## src/sv/afl_ram.sv

```systemverilog
// generic single write port ram with registered read
module afl_ram #(
  parameter int WIDTH = 8,
  parameter int DEPTH = 16
) (
  input  logic                     clk,
  input  logic                     we,
  input  logic [$clog2(DEPTH)-1:0] waddr,
  input  logic [WIDTH-1:0]         wdata,
  input  logic [$clog2(DEPTH)-1:0] raddr,
  output logic [WIDTH-1:0]         rdata
);

  logic [WIDTH-1:0] mem [DEPTH];

  always_ff @(posedge clk) begin
    if (we) begin
      mem[waddr] <= wdata;
    end
    rdata <= mem[raddr];
  end

endmodule

```

## config.mk

```make
export PLATFORM = sky130hd
export DESIGN_NAME = afl_ram
export DESIGN_NICKNAME = d
export VERILOG_FILES = /design/src/sv/afl_ram.sv
export SDC_FILE = /design/constraint.sdc
export NUM_CORES = 1
export LEC_CHECK = 0
export BUFFER_PORTS_ARGS = -buffer_cell sky130_fd_sc_hd__buf_2
export CORE_MARGIN = 2
export CORE_UTILIZATION = 52
export DETAILED_ROUTE_END_ITERATION = 8
export HOLD_SLACK_MARGIN = 0.08
export PLACE_DENSITY_LB_ADDON = 0.1
export SYNTH_ARGS = -nofsm -noshare
export SYNTH_HDL_FRONTEND = slang
export SYNTH_SLANG_ARGS = --single-unit
```

## constraint.sdc

```tcl
create_clock -name clk -period 5.1 [get_ports clk]
set_input_delay 0.765 -clock clk [delete_from_list [all_inputs] [get_ports clk]]
set_output_delay 0.765 -clock clk [all_outputs]
set_load 0.02 [all_outputs]
```

* After elaboration in Yosys (flattened, before gate mapping) *
Memories as Yosys holds them, arrays and structs flattened. A register that Yosys moved wholly into a read port is not among the register bits.
Index checks and enable logic that the tools add are counted.

cells by class
  add/sub/neg operators = 0
  multipliers = 0
  divide/modulo/power cells = 0
  magnitude comparators = 0
  equal/unequal tests = 0
  shifts and indexed selects = 0
  mux-type cells = 2
  bitwise operators = 0
  reduce and logical (&&, ||, !) cells = 0

operators with widths
  kind               number
  1-bit two-way mux  2

word-level totals
  register bits = 0
  bits in latches = 0
  RAM bits = 128
  memory bits (read-only) = 0
  input bits = 18
  output and inout port bits = 8
  word-level logic and storage cells = 3
  memories kept = 1

memories
  memory  depth  width  rd ports  clocked after memory_dff  write ports  line  source
  mem     16     8      1         1                         1            14    logic [WIDTH-1:0] mem [DEPTH];

* Logic depth before layout (Yosys ltp) *
  depth after elaboration = 2
  depth in mapped cells = 5
  depth with buffers taken out = 3

* Least setup slack after synthesis *
No wires, ideal clock.

  path type = input to register
  start = input waddr[2]
  end = memory mem[0][0], enable pin
  library setup time = 0.383 ns
  data arrival time = 1.875 ns
  required time = 4.717 ns
  path slack = 2.842 ns
  stages on the path = 2
  buffers on the path = 0
  cells stage by stage = or3b_2 nor3_1

RTL lines
  what         line  source
  from (decl)  8     input logic [$clog2(DEPTH)-1:0] waddr,
  to (decl)    14

No word-level cell before the write port.

==> flow_metrics.py <==
metrics = {
    "critical_path": {
        "worst_setup_path_end_kind": "register",
        "setup.worst_path.class": "input pin to register",
        "critPathRequiredTime_ns": 5.50,
        "timing.critical_path.arrival_ns": 2.52,
        "path_max_fanout": 17,
        "critical_path_source_type": "input pin",
    },
    "sta": {
        "max-slew-margin-rel_pct": 32.38,
        "finClkSkew_ns": 0.006182,
        "finalHoldWorstSlack_ns": 0.6370,
        "worst-slew-pin-transition_ns": 1.011,
        "final_hold_viol_count": 0,
        "setup_ws_ns": 2.984,
        "final.min_clock_period_ns": 2.116,
        "setup_violations": 0,
        "fin_crit_share_pct": 41.49,
        "final_setup_tns_ns": 0,
        "max_freq_ghz": 0.4726,
        "grt_setup_unrepaired": "no",
        "report.final.slew_viol_count": 0,
    },
    "routing": {
        "vias_per_cell": 5.639,
        "topRoutingLayerUsed": "met4",
        "wl_per_cell_microns": 23.18,
        "met1_length_mm": 4.326,
        "detailroute.via_count": 2329,
        "firstDrtPassIters": 5,
        "antenna_violating_nets_post_route": 0,
        "post-route-drc-count": 0,
        "met3RoutedLength_microns": 369,
        "met2_layer_wire_length_in_the_routed_design_mm": 4.728,
        "aggregate_routed_wire_length_mm": 9.574,
        "first_iter_violations": 210,
    },
    "synthesis": {
        "synth.avg_cell_area_sq_um": 22.48,
        "post-synth-top-area-cell": "sky130_fd_sc_hd__edfxtp_1",
        "synth_top_cells_by_area": "sky130_fd_sc_hd__edfxtp_1 (75%), sky130_fd_sc_hd__mux4_2 (7.9%), sky130_fd_sc_hd__mux4_1 (7.1%)",
        "yosysSeqAreaShare_pct": 77.78,
        "yosysTopAreaCellShare_pct": 74.67,
        "yosys_warnings": 0,
        "postSynthCellCount": 229,
        "synthesis.area_sq_um": 5147,
        "synth.lib_cells_used.distinct": 19,
        "synth.ff_latch_count": 136,
        "synth.net_count": 247,
    },
    "status": {
        "result_of_the_run": "complete, no violations",
    },
    "hold_path": {
        "min-delay-path-class": "input pin to register",
    },
    "place": {
        "numPortBuffers": 25,
        "dpl_worst_slack_ns": 2.366,
        "hpwl_mm": 5.861,
        "placedCellCount": 381,
        "globalplace.congestion": 0.7089,
    },
    "global_route": {
        "number_of_global_route_vias_before_repair": 2412,
        "grt_use_total_pct": 19.93,
        "grt_overflow_total": 0,
        "grt_max_degree": 33,
        "grt_first_pass_wirelength_mm": 14.27,
        "grt_antenna_before_repair": 0,
    },
    "final_layout": {
        "antenna-diode-count": 0,
        "num-nets-final": 285,
        "area.growth.synth_to_final_pct": 15.44,
        "post-route-util_pct": 61.36,
        "final-instance-count-excl-fill": 413,
        "layout-drive-gt1-share_pct": 25.71,
    },
    "power_and_ir_drop": {
        "p_leak_uw": 0.001985,
        "power_per_cell_area_nw_per_um2": 423.4,
        "ir_worst_vdd_uv": 223.8,
    },
    "clock_network": {
        "cts_max_path_buffers": 2,
        "ctsRootBufferMaster": "sky130_fd_sc_hd__clkbuf_8",
        "holdBufCountCts": 0,
        "source_to_sink_clock_delay_at_the_later_pin_of_the_worst_skew_pair_ns": 0.52,
        "cts_tree": "yes",
        "cts_inserted_buffers": 17,
        "clkSinkCount": 136,
        "postCtsSetupBuffers": 0,
        "cts.reportedPaths.clkPinSlew_ns": 0.06,
        "ctsResizeCount": 0,
        "cts.htree.levels": 4,
    },
    "flow_run": {
        "max-cap-violations": 0,
    },
    "floorplan": {
        "floorplan.initialDensity_pct": 53.15,
        "chipHeight_microns": 103.5,
        "top_level_ports": 26,
        "core_area_sq_um": 9684,
        "die_area_sq_um": 10710,
        "num_rows": 36,
        "fp.dieW_microns": 103.5,
    },
}
[synth_stat cells (all sizes together)]
cell,n
nor3,4
dfxtp,8
nor2,13
nand2,9
nand3b,2
and2,1
nand3,1
or3b,1
a22oi,16
nand2b,2
and2b,1
buf,7
clkdlybuf4s25,3
mux4,32
edfxtp,128
nor2b,1
[layout make-up]
type                       instances  area [sq um]
clock buffer                      29         489.2
clock inverter                     3         65.06
fill                             699          3742
multi-input combinational         83          1062
sequential                       136          4004
tap                              133         166.4
timing repair buffer              29         155.1
[worst max-delay path: stages]
cell	delay, ns
sky130_fd_sc_hd__buf_2	0.42
sky130_fd_sc_hd__buf_4	0.40
sky130_fd_sc_hd__mux4_1	0.60
sky130_fd_sc_hd__a22oi_1	0.24
sky130_fd_sc_hd__nand2_1	0.08
[routing by layer]
layer	vias up	global-route usage, %
li1	1055	-
met1	1208	27.42
met2	54	30.32
met3	12	5.981
met4	0	7.895
met5	-	0
[logic make-up after synthesis]
family / synth area share (%)
flip-flops: 77.78
AND/OR/NAND/NOR: 3.184
multiplexers: 15.02
AO/OA/AOI/OAI: 2.334
buffers and inverters: 1.677
[registers in the layout, summed over array words and instances (netlist names)]
| name | flops |
|---|---|
| mem | 128 |
| rdata | 8 |
[cells in the final DEF (no fill, tap or decap), drive strengths merged]
cell type  count
nand2          9
nand2b         2
nor2b          1
nor2          13
bufinv         2
nor3           4
clkbuf        29
nand3          1
edfxtp       128
dfxtp          8
a22oi         16
buf           29
and2b          1
mux4          32
nand3b         2
and2           1
or3b           1
clkinv         1
[power breakdown]
part / switching (uW) / total (uW) / internal (uW)
clock network: 408 / 1140 / 735
logic: 69.5 / 115 / 45.4
registers: 7.63 / 1260 / 1250
total: 485 / 2520 / 2030
[per-stage QoR]
step | total power (uW) | area (sq um)
after floorplan | 1351 | 5147
after global placement | 1396 | 5383
after detailed placement | 1399 | 5388
after CTS | 2536 | 5942
after global routing | 2597 | 5942
final | 2516 | 5942
[path summary, 6_finish.rpt]
| check | depth (start not counted) | to | slack, ns | from |
|---|---|---|---|---|
| max | 5 | rdata[1] | 2.98 | raddr[0] |
| min reg2reg | 3 | rdata[3] | 0.67 | mem[7][3] |
| max reg2reg | 3 | rdata[7] | 3.74 | mem[9][7] |
| min | 1 | mem[2][4] | 0.64 | wdata[4] |
No activity file was read; power rests on OpenSTA's default activity.
