===== config.mk =====
export PLATFORM = sky130hd
export DESIGN_NAME = afl_alu
export DESIGN_NICKNAME = d
export VERILOG_FILES = /design/src/sv/afl_alu.sv
export SDC_FILE = /design/constraint.sdc
export NUM_CORES = 1
export LEC_CHECK = 0
export BUFFER_PORTS_ARGS = -buffer_cell sky130_fd_sc_hd__buf_2
export CORE_MARGIN = 2
export CORE_UTILIZATION = 40
export DETAILED_ROUTE_END_ITERATION = 16
export PLACE_DENSITY_LB_ADDON = 0.05
export SLEW_MARGIN = 10
export SYNTH_ARGS = -nofsm -noshare
export SYNTH_HDL_FRONTEND = slang
export SYNTH_SLANG_ARGS = --single-unit

===== constraint.sdc =====
create_clock -name vclk -period 4.3
set_clock_uncertainty 0.1 [all_clocks]
set_input_delay 0.43 -clock vclk [all_inputs]
set_output_delay 0.43 -clock vclk [all_outputs]
set_load 0.005 [all_outputs]

===== src/sv/afl_alu.sv =====
// shared add and compare unit: checks a + b against c
module afl_alu #(
  parameter int W = 16
) (
  input  logic [W-1:0] a,
  input  logic [W-1:0] b,
  input  logic [W-1:0] c,
  output logic         gt,
  output logic         eq
);

  logic [W-1:0] sum;

  assign sum = a + b;
  assign gt  = (sum > c);
  assign eq  = (sum == c);

endmodule


======== Yosys cells after proc, flatten, opt, wreduce, memory -nomap -nowiden ========
Index checks and enable logic that the tools add are counted.
word-level totals
  register bits ........................... 0
  input port bits ......................... 48
operators by class
  $add $sub $neg .......................... 1
  order comparisons ....................... 1
  equality and inequality tests ........... 1
operators with widths
  operator        number
  $add 16x16->16  1
  $eq 16x16->1    1
  $gt 16x16->1    1

======== Longest topological paths before layout ========
  word-level depth ........................ 2
  depth in mapped cells ................... 14
  depth with buffers taken out ............ 14

======== Worst setup path before layout ========
OpenSTA, ideal clock, no wires.
  path type ............................... in2out
  start ................................... input port a[0]
  end ..................................... output port gt
  path slack .............................. 795 ps
  stages on the path ...................... 13
  path buffers ............................ 0
  arrival time ............................ 2975 ps
  data required time ...................... 3770 ps
  cell sequence ........................... ha_1 > inv_1 > fa_1 > and2b_1 > o2111ai_1 > a21o_1 > a2111o_1 > o211ai_1 > ha_1 > nand4_1 > a2111oi_0 > a211o_1 > o21ba_2
between the ends
  longest elaborated chain between the ends .. 2
RTL lines
  item                line  source
  start: declaration  5     input logic [W-1:0] a,
  $add 16x16->16      14    assign sum = a + b;
  $gt 16x16->1        15    assign gt = (sum > c);
  end: declaration    8     output logic gt,
Every way passes these cells.

======== Worst setup path in the final report ========
Ends and elaborated chain as after synthesis.

==> impl_summary.txt <==
----------------------------------------------------
[Timing]
  Slew headroom ... 67.91%
  Sum of negative setup slack ... 0 ps
  Final hold viol count ... 0
  Worst-margin pin slew ... 480.4 ps
  Post-route clock period utilization ... 89.61%
  Maximum operating frequency ... 259.5 MHz
  Max-slew violations ... 0
  RSZ-0062 raised after global routing ... false
  Final-report setup violation count ... 0
  Tmin final ... 3853 ps

[Floorplan]
  Number of placement rows ... 19
  Core area ... 2781 um^2
  Vertical die dimension ... approximately 60 um
  Overall die width ... 58.46 um
  Boundary pin count ... 50
  Initial core utilization ... 42.65%
  Die Footprint ... 3417 um^2

[Layout]
  Share of post-route cells with drive strength above 1 ... 25.71%
  Filler Cell Count ... 311
  Sequential standard cell area ... 0 um^2
  Antenna diode count ... 0
  Area of the multi-input gates ... about 1100 um^2
  Number of flip-flops and latches ... 0
  Final-stage net count ... 292
  Clock buf count ... 0
  Growth of design area from synthesis to finish ... 23.95%

[Critical path]
  Worst path buffer plus inverter count ... 3
  Slowest stage delay, CP ... roughly 410 ps
  CP Cell Sequence ... buf_2 -> ha_1 -> inv_1 -> fa_1 -> and2b_1 -> o2111ai_1 -> a21o_1 -> a2111o_1 -> o211ai_1 -> ha_1 -> nand4_1 -> a2111oi_0 -> a211o_1 -> o21ba_2 -> buf_2
  Startpoint type of the worst setup path ... input pin
  Largest fanout on the critical path ... 5
  Gate family responsible for the most delay along the worst path ... compound AO/OA/AOI/OAI gates
  Data arrival time of the critical path ... 3320 ps
  Required time at the worst-slack endpoint ... 3770 ps
  Critical path start-end classification ... in -> out
  Worst Setup End Kind ... primary output
  Cell type of the slowest stage on the worst timing path ... sky130_fd_sc_hd__a2111o_1

[Synth]
  Average size of a mapped cell ... 7.367 um^2
  Synth warnings ... 0
  Fraction of post-synthesis cell area in the top cell type by area ... between 30% and 40%
  Fraction of the yosys area taken by sequential cells ... 0%
  Net count after synthesis ... 241
  Post-synthesis cell type with the largest combined area ... sky130_fd_sc_hd__ha_1
  Cells taking the most area after synthesis ... sky130_fd_sc_hd__ha_1, sky130_fd_sc_hd__a21oi_1, sky130_fd_sc_hd__inv_1, sky130_fd_sc_hd__xnor2_1, sky130_fd_sc_hd__a21o_1
  Cell count after synthesis ... 161
  Number of distinct library cells after synthesis ... 36
  Total standard cell area after synthesis ... roughly 1200 um^2

[GRT]
  Number of antenna violations at the first check in global routing ... 0
  Overflow after GRT ... 0
  Number of global-route vias before repair ... about 1,200
  Global router's overall resource usage ... 16.99%
  Maximum number of pins on one net before global-route repair ... 8
  Wire length of the first global-routing pass ... 4823 um

[Routing]
  Via count ... 1,300
  DRT antenna net count ... 0
  Number of remaining DRC errors ... 0
  Violation count after the first detailed-route iteration ... 26
  Overall routed net length ... roughly 2700 um
  Per-cell via count in the routed design ... 5.394
  First-pass detailed-route iteration total ... 4
  Post-DR wirelength/cell ... 11.36 um

[Clock tree]
  Buffers inserted during post-CTS setup optimization ... 0
  Count of cells resized by post-cts repair ... 0
  Cts hold-fix bufs ... 0

[Power and ir drop]
  Total chip power ... 225.4 uW
  LEAKAGE ... 0.8272 nW
  Power density over the cells ... about 150 nW/um^2
  IR Drop Worst-Case VDD ... about 0.09 mV

[Worst hold path]
  Type of the tightest min-delay check ... in -> out

[Run]
  Max-cap viol count ... 0

[Placed design]
  Post-DP HPWL ... 2494 um
  Final GP Congestion ... 0.8610
  Buffers on Ports ... 50

[Outcome]
  Result of the run ... finished, final reports clean

----------------------------------------------------
synth_stat cells:
library cell	n
sky130_fd_sc_hd__nor4_1	2
sky130_fd_sc_hd__a21o_1	9
sky130_fd_sc_hd__o211a_1	1
sky130_fd_sc_hd__o21bai_2	1
sky130_fd_sc_hd__o31a_1	1
sky130_fd_sc_hd__a21oi_1	21
sky130_fd_sc_hd__nand2b_1	2
sky130_fd_sc_hd__and2b_1	1
sky130_fd_sc_hd__o21bai_1	2
sky130_fd_sc_hd__o211ai_1	3
sky130_fd_sc_hd__xnor2_1	9
sky130_fd_sc_hd__nor2_1	3
sky130_fd_sc_hd__or2_2	1
sky130_fd_sc_hd__o2111ai_1	1
sky130_fd_sc_hd__nand3b_1	1
sky130_fd_sc_hd__ha_1	31
sky130_fd_sc_hd__a2111oi_0	1
sky130_fd_sc_hd__nor3_1	3
sky130_fd_sc_hd__nand3_1	4
sky130_fd_sc_hd__nand2_1	10
sky130_fd_sc_hd__o21ba_2	1
sky130_fd_sc_hd__o2111ai_4	1
sky130_fd_sc_hd__o21ai_1	1
sky130_fd_sc_hd__xor2_1	4
sky130_fd_sc_hd__a211o_1	1
sky130_fd_sc_hd__fa_1	1
sky130_fd_sc_hd__inv_1	26
sky130_fd_sc_hd__and2_1	1
sky130_fd_sc_hd__o21ai_0	5
sky130_fd_sc_hd__a211oi_1	2
sky130_fd_sc_hd__o311ai_1	1
sky130_fd_sc_hd__a2111o_1	2
sky130_fd_sc_hd__nand4_1	4
sky130_fd_sc_hd__buf_2	1
sky130_fd_sc_hd__nor2b_1	1
sky130_fd_sc_hd__o21a_1	2
report_power, final:
group | internal, mW | switching, mW | total [mW] | leakage (nW)
logic | 0.109 | 0.116 | 0.225 | 0.827
clock network | 0 | 0 | 0 | 0
registers | 0 | 0 | 0 | 0
total | 0.109 | 0.116 | 0.225 | 0.827
placed cells by master, fill, tap and decap left out, types with 2 or more instances in the layout:
cell / instances
sky130_fd_sc_hd__a2111o_1: 2
sky130_fd_sc_hd__inv_1: 26
sky130_fd_sc_hd__nor2_1: 3
sky130_fd_sc_hd__nand2_1: 10
sky130_fd_sc_hd__xor2_1: 4
sky130_fd_sc_hd__nor4_1: 2
sky130_fd_sc_hd__ha_1: 31
sky130_fd_sc_hd__nor3_1: 3
sky130_fd_sc_hd__a21o_1: 9
sky130_fd_sc_hd__nand2b_1: 2
sky130_fd_sc_hd__buf_2: 50
sky130_fd_sc_hd__o21bai_1: 2
sky130_fd_sc_hd__nand3_1: 4
sky130_fd_sc_hd__a211oi_1: 2
sky130_fd_sc_hd__a21oi_1: 21
sky130_fd_sc_hd__o21ai_0: 5
sky130_fd_sc_hd__xnor2_1: 9
sky130_fd_sc_hd__o21a_1: 2
sky130_fd_sc_hd__nand4_1: 4
sky130_fd_sc_hd__o211ai_1: 3
through the flow:
stage | util (%) | std cells | hold slack (ps) | worst slack [ps] | cell area [um^2]
after floorplan | - | 161 | 1092 | 795.0 | 1186
after global placement | 52.86 | 241 | 1312 | 492.6 | 1470
after detailed placement | 52.86 | 241 | 1302 | 456.2 | 1470
after CTS | 52.86 | 241 | 1308 | 436.7 | 1470
after global routing | 52.86 | 241 | 1346 | 226.0 | 1470
final | 52.86 | 241 | 1300 | 446.6 | 1470
path summary, 6_finish.rpt:
check	end	slack, ps	depth (start not counted)	startpoint
hold / removal	eq	1300	5	c[0]
setup / recovery	gt	450	15	a[0]
logic make-up (layout without fill, tap and decap cells):
kind of cell | count (synthesis) | after routing | share of synthesized area [%]
fa+ha+maj | 32 | 32 | 34.39
compound gates | 56 | 56 | 33.23
xor+xnor | 13 | 13 | 9.599
buf+inv | 27 | 76 | 8.649
simple gates | 33 | 33 | 14.14
per-layer routing:
layer  up-vias  global-route usage (%)  share of wire [%]
met4         0                       0                  0
met1       579                   24.54                 50
met3         0                  0.2198                4.4
met5         -                       0                  0
met2        32                   30.02                 46
li1        689                       -                  -
area by class of cell:
type	instances	share of cell area (%)
inverters	26	6.638
multi-input cells	134	73.70
well taps	31	2.638
repair buffers	50	17.02
No activity file was read; power rests on OpenSTA's default activity.
